==> src/rtl/core/hhlp_pkg.sv <==
// ----------------------------------------------------------------------------
// hhlp_pkg
// Types and constants for the header line parser: line states, byte
// classes, separator characters and field widths.
// ----------------------------------------------------------------------------
package hhlp_pkg;

  localparam int unsigned KeyW   = 16;
  localparam int unsigned ValW   = 13;
  localparam int unsigned LimW   = 12;
  localparam int unsigned ClassW = 4;

  localparam logic [7:0] CH_CR    = 8'h0D;
  localparam logic [7:0] CH_LF    = 8'h0A;
  localparam logic [7:0] CH_COLON = 8'h3A;
  localparam logic [7:0] CH_SPACE = 8'h20;

  localparam logic [KeyW-1:0] KEY_MAX       = 16'hFFFF;
  localparam logic [LimW-1:0] MAX_LEN_RESET = 12'd255;

  typedef enum logic [0:0] {
    OP_PARSE   = 1'b0,
    OP_RESTART = 1'b1
  } op_t;

  typedef enum logic [3:0] {
    ST_START  = 4'd0,
    ST_KEY    = 4'd1,
    ST_COLON  = 4'd2,
    ST_SPACE  = 4'd3,
    ST_VALUE  = 4'd4,
    ST_CR     = 4'd5,
    ST_LF     = 4'd6,
    ST_END_CR = 4'd7,
    ST_END_LF = 4'd8
  } line_state_t;

  typedef enum logic [ClassW-1:0] {
    CL_SKIP  = 4'd0,
    CL_KEY   = 4'd1,
    CL_COLON = 4'd2,
    CL_SPACE = 4'd3,
    CL_VALUE = 4'd4,
    CL_CR    = 4'd5,
    CL_LF    = 4'd6,
    CL_FCR   = 4'd7,
    CL_FLF   = 4'd8,
    CL_AFTER = 4'd9,
    CL_ERR   = 4'd10
  } byte_class_t;

endpackage

==> src/rtl/core/hhlp_if.sv <==
// ----------------------------------------------------------------------------
// hhlp_if
// Valid/ready channels of the header line parser: byte requests, results
// and the limit register write port.
// ----------------------------------------------------------------------------
interface hhlp_in_if;
  logic       valid;
  logic       ready;
  logic [0:0] operation;
  logic [7:0] data_byte;

  modport source (output valid, output operation, output data_byte, input ready);
  modport sink   (input valid, input operation, input data_byte, output ready);
endinterface

interface hhlp_out_if;
  logic        valid;
  logic        ready;
  logic [3:0]  byte_class;
  logic [15:0] key_length;
  logic [12:0] value_length;
  logic        field_complete;
  logic        headers_done;
  logic        parse_error;

  modport source (output valid, output byte_class, output key_length,
                  output value_length, output field_complete,
                  output headers_done, output parse_error, input ready);
  modport sink   (input valid, input byte_class, input key_length,
                  input value_length, input field_complete,
                  input headers_done, input parse_error, output ready);
endinterface

interface hhlp_cfg_if;
  logic        valid;
  logic        ready;
  logic [11:0] data;

  modport source (output valid, output data, input ready);
  modport sink   (input valid, input data, output ready);
endinterface

==> src/rtl/core/http_header_line_parser_core.sv <==
// ----------------------------------------------------------------------------
// http_header_line_parser_core
// Byte-serial HTTP header block parser with field length reporting.
// ----------------------------------------------------------------------------
// Usage:
//   in_ch  : one request per header byte (operation 0) or a restart of the
//            block (operation 1). Accepted when valid and ready are high.
//   out_ch : one result per request: byte class, key/value lengths on the
//            LF closing a field, end-of-block flag and sticky error flag.
//   cfg_ch : writes the value length limit; always ready. Write only while
//            no request is in flight.
// A result follows its request in the next cycle; one request per cycle is
// sustained while results are taken, set by the single result register.
// in_ch.ready is high whenever the result register is empty or being taken
// this cycle, so a stalled receiver holds the result and back-pressures the
// sender after one request.
// Reset clears the line state, counters, error flag and result valid flag and
// loads the limit with 255.
// ----------------------------------------------------------------------------
module http_header_line_parser_core (
  input  logic             clk,
  input  logic             rst_n,
  hhlp_in_if.sink          in_ch,
  hhlp_out_if.source       out_ch,
  hhlp_cfg_if.sink         cfg_ch
);

  hhlp_pkg::line_state_t         state_r, state_nxt;
  logic [hhlp_pkg::KeyW-1:0]     key_count_r, key_count_nxt;
  logic [hhlp_pkg::ValW-1:0]     value_count_r, value_count_nxt;
  logic                          error_r, error_nxt;
  logic [hhlp_pkg::LimW-1:0]     max_len_r;

  logic                          out_valid_r;
  hhlp_pkg::byte_class_t         class_r, class_nxt;
  logic [hhlp_pkg::KeyW-1:0]     klen_r, klen_nxt;
  logic [hhlp_pkg::ValW-1:0]     vlen_r, vlen_nxt;
  logic                          fc_r, fc_nxt;
  logic                          done_r, done_nxt;
  logic                          perr_r;

  logic                          in_fire;
  logic                          bad;
  logic [7:0]                    b;
  logic                          is_cr, is_lf;

  assign in_ch.ready  = ~out_valid_r | out_ch.ready;
  assign in_fire      = in_ch.valid & in_ch.ready;
  assign cfg_ch.ready = 1'b1;

  assign b     = in_ch.data_byte;
  assign is_cr = (b == hhlp_pkg::CH_CR);
  assign is_lf = (b == hhlp_pkg::CH_LF);

  always_comb begin
    state_nxt       = state_r;
    key_count_nxt   = key_count_r;
    value_count_nxt = value_count_r;
    error_nxt       = error_r;
    class_nxt       = hhlp_pkg::CL_ERR;
    klen_nxt        = '0;
    vlen_nxt        = '0;
    fc_nxt          = 1'b0;
    done_nxt        = 1'b0;
    bad             = 1'b0;
    if (hhlp_pkg::op_t'(in_ch.operation) == hhlp_pkg::OP_RESTART) begin
      state_nxt       = hhlp_pkg::ST_START;
      key_count_nxt   = '0;
      value_count_nxt = '0;
      error_nxt       = 1'b0;
    end else if (!error_r) begin
      unique case (state_r)
        hhlp_pkg::ST_START: begin
          if (is_cr || is_lf) begin
            class_nxt = hhlp_pkg::CL_SKIP;
          end else begin
            state_nxt     = hhlp_pkg::ST_KEY;
            key_count_nxt = hhlp_pkg::KeyW'(1);
            class_nxt     = hhlp_pkg::CL_KEY;
          end
        end
        hhlp_pkg::ST_KEY: begin
          if (b == hhlp_pkg::CH_COLON) begin
            state_nxt = hhlp_pkg::ST_COLON;
            class_nxt = hhlp_pkg::CL_COLON;
          end else if (is_cr || is_lf) begin
            bad = 1'b1;
          end else begin
            if (key_count_r != hhlp_pkg::KEY_MAX) begin
              key_count_nxt = key_count_r + hhlp_pkg::KeyW'(1);
            end
            class_nxt = hhlp_pkg::CL_KEY;
          end
        end
        hhlp_pkg::ST_COLON: begin
          if (b == hhlp_pkg::CH_SPACE) begin
            state_nxt = hhlp_pkg::ST_SPACE;
            class_nxt = hhlp_pkg::CL_SPACE;
          end else begin
            bad = 1'b1;
          end
        end
        hhlp_pkg::ST_SPACE: begin
          state_nxt       = hhlp_pkg::ST_VALUE;
          value_count_nxt = hhlp_pkg::ValW'(1);
          class_nxt       = hhlp_pkg::CL_VALUE;
        end
        hhlp_pkg::ST_VALUE: begin
          if (is_cr) begin
            state_nxt = hhlp_pkg::ST_CR;
            class_nxt = hhlp_pkg::CL_CR;
          end else if (value_count_r > hhlp_pkg::ValW'(max_len_r)) begin
            bad = 1'b1;
          end else begin
            value_count_nxt = value_count_r + hhlp_pkg::ValW'(1);
            class_nxt       = hhlp_pkg::CL_VALUE;
          end
        end
        hhlp_pkg::ST_CR: begin
          if (is_lf) begin
            state_nxt = hhlp_pkg::ST_LF;
            class_nxt = hhlp_pkg::CL_LF;
            fc_nxt    = 1'b1;
            klen_nxt  = key_count_r;
            vlen_nxt  = value_count_r;
          end else begin
            bad = 1'b1;
          end
        end
        hhlp_pkg::ST_LF: begin
          if (is_cr) begin
            state_nxt = hhlp_pkg::ST_END_CR;
            class_nxt = hhlp_pkg::CL_FCR;
          end else begin
            state_nxt     = hhlp_pkg::ST_KEY;
            key_count_nxt = hhlp_pkg::KeyW'(1);
            class_nxt     = hhlp_pkg::CL_KEY;
          end
        end
        hhlp_pkg::ST_END_CR: begin
          if (is_lf) begin
            state_nxt = hhlp_pkg::ST_END_LF;
            class_nxt = hhlp_pkg::CL_FLF;
            done_nxt  = 1'b1;
          end else begin
            bad = 1'b1;
          end
        end
        hhlp_pkg::ST_END_LF: begin
          class_nxt = hhlp_pkg::CL_AFTER;
        end
        default: begin
          state_nxt = hhlp_pkg::ST_START;
          bad       = 1'b1;
        end
      endcase
      if (bad) begin
        error_nxt = 1'b1;
        class_nxt = hhlp_pkg::CL_ERR;
      end
    end
  end

  always_ff @(posedge clk) begin
    if (!rst_n) begin
      state_r       <= hhlp_pkg::ST_START;
      key_count_r   <= '0;
      value_count_r <= '0;
      error_r       <= 1'b0;
      max_len_r     <= hhlp_pkg::MAX_LEN_RESET;
      out_valid_r   <= 1'b0;
    end else begin
      if (cfg_ch.valid) begin
        max_len_r <= cfg_ch.data;
      end
      if (in_fire) begin
        state_r       <= state_nxt;
        key_count_r   <= key_count_nxt;
        value_count_r <= value_count_nxt;
        error_r       <= error_nxt;
        out_valid_r   <= 1'b1;
      end else if (out_ch.ready) begin
        out_valid_r <= 1'b0;
      end
    end
  end

  always_ff @(posedge clk) begin
    if (in_fire) begin
      class_r <= class_nxt;
      klen_r  <= klen_nxt;
      vlen_r  <= vlen_nxt;
      fc_r    <= fc_nxt;
      done_r  <= done_nxt;
      perr_r  <= error_nxt;
    end
  end

  assign out_ch.valid          = out_valid_r;
  assign out_ch.byte_class     = class_r;
  assign out_ch.key_length     = klen_r;
  assign out_ch.value_length   = vlen_r;
  assign out_ch.field_complete = fc_r;
  assign out_ch.headers_done   = done_r;
  assign out_ch.parse_error    = perr_r;

endmodule

==> src/flat_wrapper.sv <==
// flat-port wrapper written by rule: the top's interface ports become plain ports
module http_header_line_parser_core_flat 
  (clk, rst_n, in_ch_valid, in_ch_operation, in_ch_data_byte, in_ch_ready, out_ch_valid, out_ch_byte_class, out_ch_key_length, out_ch_value_length, out_ch_field_complete, out_ch_headers_done, out_ch_parse_error, out_ch_ready, cfg_ch_valid, cfg_ch_data, cfg_ch_ready);
  hhlp_in_if in_ch_i ();
  hhlp_out_if out_ch_i ();
  hhlp_cfg_if cfg_ch_i ();
  input  logic clk;
  input  logic rst_n;
  input wire logic [$bits(in_ch_i.valid)-1:0] in_ch_valid;
  input wire logic [$bits(in_ch_i.operation)-1:0] in_ch_operation;
  input wire logic [$bits(in_ch_i.data_byte)-1:0] in_ch_data_byte;
  output wire logic [$bits(in_ch_i.ready)-1:0] in_ch_ready;
  output wire logic [$bits(out_ch_i.valid)-1:0] out_ch_valid;
  output wire logic [$bits(out_ch_i.byte_class)-1:0] out_ch_byte_class;
  output wire logic [$bits(out_ch_i.key_length)-1:0] out_ch_key_length;
  output wire logic [$bits(out_ch_i.value_length)-1:0] out_ch_value_length;
  output wire logic [$bits(out_ch_i.field_complete)-1:0] out_ch_field_complete;
  output wire logic [$bits(out_ch_i.headers_done)-1:0] out_ch_headers_done;
  output wire logic [$bits(out_ch_i.parse_error)-1:0] out_ch_parse_error;
  input wire logic [$bits(out_ch_i.ready)-1:0] out_ch_ready;
  input wire logic [$bits(cfg_ch_i.valid)-1:0] cfg_ch_valid;
  input wire logic [$bits(cfg_ch_i.data)-1:0] cfg_ch_data;
  output wire logic [$bits(cfg_ch_i.ready)-1:0] cfg_ch_ready;
  assign in_ch_i.valid = in_ch_valid;
  assign in_ch_i.operation = in_ch_operation;
  assign in_ch_i.data_byte = in_ch_data_byte;
  assign in_ch_ready = in_ch_i.ready;
  assign out_ch_valid = out_ch_i.valid;
  assign out_ch_byte_class = out_ch_i.byte_class;
  assign out_ch_key_length = out_ch_i.key_length;
  assign out_ch_value_length = out_ch_i.value_length;
  assign out_ch_field_complete = out_ch_i.field_complete;
  assign out_ch_headers_done = out_ch_i.headers_done;
  assign out_ch_parse_error = out_ch_i.parse_error;
  assign out_ch_i.ready = out_ch_ready;
  assign cfg_ch_i.valid = cfg_ch_valid;
  assign cfg_ch_i.data = cfg_ch_data;
  assign cfg_ch_ready = cfg_ch_i.ready;
  http_header_line_parser_core u_core (.clk(clk), .rst_n(rst_n), .in_ch(in_ch_i), .out_ch(out_ch_i), .cfg_ch(cfg_ch_i));
endmodule
==> config.mk <==
export PLATFORM = sky130hd
export DESIGN_NAME = http_header_line_parser_core_flat
export DESIGN_NICKNAME = d
export VERILOG_FILES = /design/src/rtl/core/hhlp_pkg.sv /design/src/rtl/core/hhlp_if.sv /design/src/rtl/core/http_header_line_parser_core.sv /design/src/flat_wrapper.sv
export SDC_FILE = /design/constraint.sdc
export NUM_CORES = 1
export LEC_CHECK = 0
export BUFFER_PORTS_ARGS = -buffer_cell sky130_fd_sc_hd__buf_2
export CORE_UTILIZATION = 40
export DETAILED_ROUTE_END_ITERATION = 10
export GPL_ROUTABILITY_DRIVEN = 0
export PLACE_DENSITY_LB_ADDON = 0.12
export SETUP_SLACK_MARGIN = 0.1
export SKIP_CTS_REPAIR_TIMING = 1
export SLEW_MARGIN = 25
export SYNTH_ARGS = -nofsm -noshare
export SYNTH_HDL_FRONTEND = slang
export SYNTH_SLANG_ARGS = --single-unit
==> constraint.sdc <==
create_clock -name clk -period 4.8 [get_ports clk]
set_input_delay 0.24 -clock clk [delete_from_list [all_inputs] [get_ports clk]]
set_output_delay 0.24 -clock clk [all_outputs]
set_load 0.02 [all_outputs]
==> impl_metrics.toml, run 1 <==
[finish]
layout_common_cells = "63 x buf_2, 48 x nand2_1, 47 x dfxtp_1"
final_layout_size_suffix_gt1_share_pct = 17.5
n_fill_cell = 998
regArea_um2 = 2020
multiInputGateArea_um2 = 2220
diodes = 0
fin_nets = 565
layout_commonest_cell = "buf_2"
final_util_pct = 48.0
syn_to_final_growth_pct = 14.4

[worst_setup_path]
worstPathArrival_ns = 3.10
worstPathRequired_ns = 4.90
cp_cell_sequence = "ha_1 -> a21o_1 -> a211oi_2 -> o211ai_1 -> o21ai_1 -> nor2_1 -> or3_1 -> or4_1"
cp_top_family = "compound AO/OA/AOI/OAI gates"
crit_type = "reg -> reg"
path_max_fanout = 6
crit_slowest_cell = "or4_1"
setup.worst_path.end_class = "register"
start_kind = "register"
cpPeakStageDelay_ns = 0.53
cp_num_buf_inv = 0
crit_cells = 8
reg2reg_depth = 8

[clock_network]
cts_made_buffers = 9
cts_root_buf = "clkbuf_8"
h-tree-depth = 3
clk_latency_ns = 0.36
clock_sinks = 83
clk_pin_slew_ns = 0.08
cts_buffer_depth = 2
cts_tree = "built"

[power]
p_int_mw = 1.10
leakage_nw = 1.94
p_comb_share_pct = 9.7
p_seq_share_pct = 53.0
p_sw_mw = 0.358
p_sw_share_pct = 24.6
power_density_nw_per_um2 = 288
p_clk_share_pct = 37.3
ir_worst_vdd_v = 0.000148

[floorplan]
placementRows = 37
dieArea_um2 = 11400
die_h_um = 107
die_x_um = 107
start_util_pct = 41.9
core_area_um2 = 10500
pin_count = 65

[synth]
async_reset_ff_share_pct = 0
netlist_area_um2 = 4410
syn_inst = 471
synth_edf_count = 36
synth_cell_types = 64
ys.flop_type = "dfxtp_1"
syn-num-nets = 511
avgSynthCellArea_um2 = 9.35
ys_seq_elements = 83
synth.yosys.warnings = 0
yosysSeqAreaShare_pct = 45.9

[global_route]
grt_pass1_vias = 3527
antenna_found_initial = 0
grt_max_degree = 46
gr-total-overflow = 0
grt_usage_pct = 19.6
grt_pass1_wl_mm = 17.5

[sta]
fin_skew_ns = 0.0107
fin_crit_ns = 3.00
hold_viol = 0
final.setup.tns_ns = 0
timing_max_transition_violations_final = 0
worst_pin_slew_ns = 0.867
rsz0062_at_grt = "no"
finalCritPeriodShare_pct = 62.5
slew_headroom_pct = 42.1
setup_viol = 0
max_freq_mhz = 333

[placement]
portBuffers = 63
hpwl_mm = 7.29

[run]
cap_viol_max_count = 0

[route]
drc = 0
via_per_inst = 5.47
first_pass_iters = 4
final_antenna_net_count = 0
drt_wl_total_mm = 10.5
vias = 3640
wire_per_inst_um = 15.8
drt_iter0_markers = 207

[worst_hold_path]
hp-class = "in -> reg"
hold_depth = 3

[status]
status = "finished, final reports clean"
-- kinds of logic after synthesis --
family	synth area share (%)
AOI/OAI and AO/OA	16.0
xor gates and xnor gates	1.19
adders and majority gates	3.98
buffers and inverters	4.00
DFF	45.9
muxes	2.27
other	0.0851
and+or+nand+nor	26.6
-- sequential cells by signal, summed over array words and instances (netlist names) --
name / cells
u_core.key_count_r: 16
u_core.out_ch.key_length: 16
u_core.out_ch.value_length: 13
u_core.value_count_r: 13
u_core.max_len_r: 12
u_core.out_ch.byte_class: 4
u_core.state_r: 4
u_core.error_r: 1
u_core.out_ch.field_complete: 1
u_core.out_ch.headers_done: 1
u_core.out_ch.parse_error: 1
u_core.out_ch.valid: 1
-- cell type report --
class                           instances  share of cell area (%)
Multi-Input combinational cell        343                    44.0
Clock inverter                          6                    1.61
Timing Repair Buffer                   65                    6.63
Sequential cell                        83                    40.1
Clock buffer                           10                    2.53
Tap cell                              136                    3.38
Inverter                               23                    1.71
-- cells in the mapped netlist, drive strengths merged, types with 12 or more instances --
master	number	area (µm²)
nor3	14	75.1
inv	23	86.3
nand3	19	95.1
edfxtp	36	1080
dfxtp	47	941
nand3b	12	90.1
nor2	21	86.3
a21oi	24	120
and2	29	181
nand4	12	75.1
clkbuf	17	63.8
ha	14	175
o21ai	16	80.1
nand2	49	186
-- through the flow --
stage | setup slack [ns] | power, mW | instances | hold slack [ns] | cell area [µm²]
after global placement | 1.93 | 0.924 | 649 | 0.454 | 4820
after CTS | 1.82 | 1.47 | 665 | 0.0844 | 5030
after detailed placement | 1.83 | 0.927 | 649 | 0.459 | 4820
final | 1.80 | 1.45 | 666 | 0.0962 | 5040
after global routing | 1.67 | 1.51 | 666 | 0.106 | 5040
after floorplan | 2.22 | 0.879 | 471 | 0.369 | 4410
-- final timing paths --
path	startpoint	endpoint	slack, ns
max	u_core.value_count_r[10]	u_core.out_ch.byte_class[1]	1.80
min	cfg_ch_data[5]	u_core.max_len_r[5]	0.1
max reg2reg	u_core.value_count_r[10]	u_core.out_ch.byte_class[1]	1.80
min reg2reg	u_core.key_count_r[1]	u_core.key_count_r[1]	0.49
-- power by group through the flow --
stage	registers (mW)	logic [mW]	clock network, mW
final	0.770	0.140	0.543
after global routing	0.773	0.156	0.581
after CTS	0.771	0.141	0.557
after detailed placement	0.786	0.140	0
after global placement	0.786	0.138	0
after floorplan	0.804	0.0747	0
-- tightest hold or removal path, stage by stage --
cell and delay, ns:
buf_2 0.07, nand2_1 0.04, o211ai_1 0.06
-- layer usage --
layer	wire [µm]	GRT usage, %	part of all wire (%)
met5	0	0	0
met4	153	7.73	1.5
met1	5280	28.2	50
met3	524	3.10	5.0
met2	4550	29.4	43
Power figures use the tool's default switching activity.
==> run 2, diff against run 1 <==
- ABC_AREA: not set -> 1
- clock period: 4.8 -> 2.55 ns (I/O delays scaled with it)
==> run 2 against run 1 <==
Net effect: the run now ends with DRC, hold timing left; design area increased by 8.5%; critical endpoint is now u_core.key_count_r[1]; worst hold slack worse by 0.10 ns; synthesized cell count rose by 36%.
==> impl_metrics.toml, run 2 <==
[status]
status = "complete, but fails checks"
violations = "DRC, hold timing"

[synth]
netlist_area_um2 = 4760
async_reset_ff_share_pct = 0
synth_cell_types = 40
synth_edf_count = 36
yosys.area.top_type = "edfxtp_1"
avgSynthCellArea_um2 = 7.42
ys_seq_elements = 83
synth_common_cells = "133 x nand2_1, 97 x nor2_1, 82 x inv_1"
ys.flop_type = "dfxtp_1"
synth.yosys.warnings = 0
synth_top_area_share_pct = 22.7
syn_inst = 641
synth_most_common_cell = "nand2_1"
yosysSeqAreaShare_pct = 42.5
synth_area_leaders = "edfxtp_1 23%, dfxtp_1 20%, nand2_1 10%"
syn-num-nets = 681

[worst_setup_path]
worstPathArrival_ns = 2.36
start_kind = "register"
path_max_fanout = 14
crit_slowest_cell = "dfxtp_1"
r2r_slack_ns = 0.43
cp_top_family = "simple AND/OR/NAND/NOR gates"
crit_cells = 12
rr_startpoint = "u_core.key_count_r[0]"
cp_cell_sequence = "ha_1 -> nand3_1 -> inv_1 -> nand2_1 -> nor2_1 -> nand2_1 -> nand3_2 -> nor2_2 -> buf_4 -> nand2_1 -> nand2_1 -> nor2_1"
crit_type = "reg -> reg"
cpPeakStageDelay_ns = 0.36
setup.worst_path.end_class = "register"
worstPathRequired_ns = 2.79
crit_top_cell = "nand2_1"
r2r-end = "u_core.key_count_r[1]"
reg2reg_depth = 12
cp_num_buf_inv = 2

[sta]
hold_ws_ns = -0.00606
slew_headroom_pct = 46.3
worst_pin_slew_ns = 0.804
fin_crit_ns = 2.12
max_freq_mhz = 471
finalCritPeriodShare_pct = 83.2
setup_viol = 0
rsz0062_at_grt = "no"
hold_viol = 2
fin_skew_ns = 0.00775
final.setup.tns_ns = 0
timing_max_transition_violations_final = 0

[route]
wl_met1_mm = 5.85
wl_met3_um = 794
first_pass_iters = 8
final_antenna_net_count = 0
via_per_inst = 5.19
vias = 4414
drc = 8
wire_per_inst_um = 14.1
met2WireLength_mm = 5.14
highest_layer = "met4"
drt_wl_total_mm = 12.0
drt_iter0_markers = 284

[floorplan]
die_h_um = 111
placementRows = 39
start_util_pct = 41.3
die_x_um = 111
dieArea_um2 = 12300
core_area_um2 = 11500
pin_count = 65

[power]
p_clk_share_pct = 39.4
p_sw_share_pct = 28.8
p_comb_share_pct = 15.3
finalPower_mw = 3.32
power_density_nw_per_um2 = 608
ir_worst_vdd_v = 0.000365
p_sw_mw = 0.957
leakage_nw = 2.27
p_seq_share_pct = 45.4
p_int_mw = 2.37

[clock_network]
cts_made_buffers = 9
cts_tree = "built"
h-tree-depth = 3
cts_buffer_depth = 2
clock_sinks = 83
cts_root_buf = "clkbuf_16"
clk_pin_slew_ns = 0.06
clk_latency_ns = 0.35

[finish]
final_layout_size_suffix_gt1_share_pct = 16.7
layout_common_cells = "133 x nand2_1, 97 x nor2_1, 81 x inv_1"
layout_commonest_cell = "nand2_1"
diodes = 0
postLayoutCellArea_um2 = 5470
n_fill_cell = 1168
fin_nets = 743
syn_to_final_growth_pct = 15.0

[worst_hold_path]
hold_path_end = "u_core.max_len_r[1]"
min_from = "cfg_ch_data[1]"
hp-class = "in -> reg"
hold_depth = 3

[global_route]
grt_pass1_vias = 4208
gr-total-overflow = 0
antenna_found_initial = 0
grt_pass1_wl_mm = 20.5
grt_max_degree = 35
grt_usage_pct = 20.9

[placement]
hpwl_mm = 8.60
portBuffers = 63
placed_area_um2 = 5170

[run]
cap_viol_max_count = 0
-- run 2: cell types whose count changed after synthesis, moves of 22 or more --
cell	delta
and2_1	-28
inv_1	+59
o21ai_0	+24
nand2_1	+85
nor2_1	+77
a21oi_1	+22
nand3_1	+32
-- run 2: worst max path at each step --
stage / from / to / slack [ns]
2_1_floorplan: u_core.out_ch.valid / u_core.out_ch.byte_class[0] / 0.68
3_3_place_gp: u_core.key_count_r[0] / u_core.key_count_r[14] / 0.56
3_5_place_dp: u_core.key_count_r[0] / u_core.key_count_r[1] / 0.47
4_1_cts: u_core.key_count_r[0] / u_core.key_count_r[14] / 0.45
5_1_grt: u_core.key_count_r[0] / u_core.key_count_r[14] / 0.15
6_report: u_core.key_count_r[0] / u_core.key_count_r[1] / 0.43
-- run 2: metrics by stage --
stage          util, %  setup WS, ns  hold slack, ns  std cells
5_1_grt           47.5         0.155         0.00748        851
6_report          47.5         0.429        -0.00606        851
3_3_place_gp      44.9         0.565           0.338        834
2_1_floorplan        -         0.684           0.250        641
3_5_place_dp      44.9         0.467           0.350        834
4_1_cts           47.4         0.452         -0.0134        850
-- run 2: logic make-up after synthesis --
| kind of cell | after synthesis | share of synthesized area [%] |
|---|---|---|
| buffers and inverters | 108 | 9.99 |
| DFF | 83 | 42.5 |
| adders and majority gates | 14 | 3.68 |
| and+or+nand+nor | 340 | 33.0 |
| AOI/OAI and AO/OA | 91 | 10.0 |
| other | 1 | 0.0788 |
| xor gates and xnor gates | 4 | 0.736 |
-- run 2: power by group through the flow --
stage	sequential, mW	combinational [mW]	clock, mW
2_1_floorplan	1.56	0.328	0
3_3_place_gp	1.54	0.495	0
3_5_place_dp	1.54	0.503	0
4_1_cts	1.51	0.505	1.33
5_1_grt	1.52	0.575	1.40
6_report	1.51	0.508	1.31
-- run 2: cell type report --
| cell class | count | area, µm² | area share [%] |
|---|---|---|---|
| clock inverter | 7 | 68.8 | 1.26 |
| inverter | 86 | 323 | 5.90 |
| clock buffer | 9 | 225 | 4.12 |
| sequential | 83 | 2020 | 37.0 |
| multi-input combinational | 450 | 2260 | 41.3 |
| tap | 143 | 179 | 3.27 |
| timing repair buffer | 73 | 393 | 7.18 |
-- run 2: per-layer routing --
layer  track usage [%]  up-vias
met1              29.0     2028
met5                 0        -
li1                  -     2217
met3              5.08       17
met4              8.47        0
met2              31.2      152
-- run 2: worst min-delay path, delay by kind of cell --
family	cells	cell delay (ns)
compound gates	2	0.11
buf+inv	1	0.07
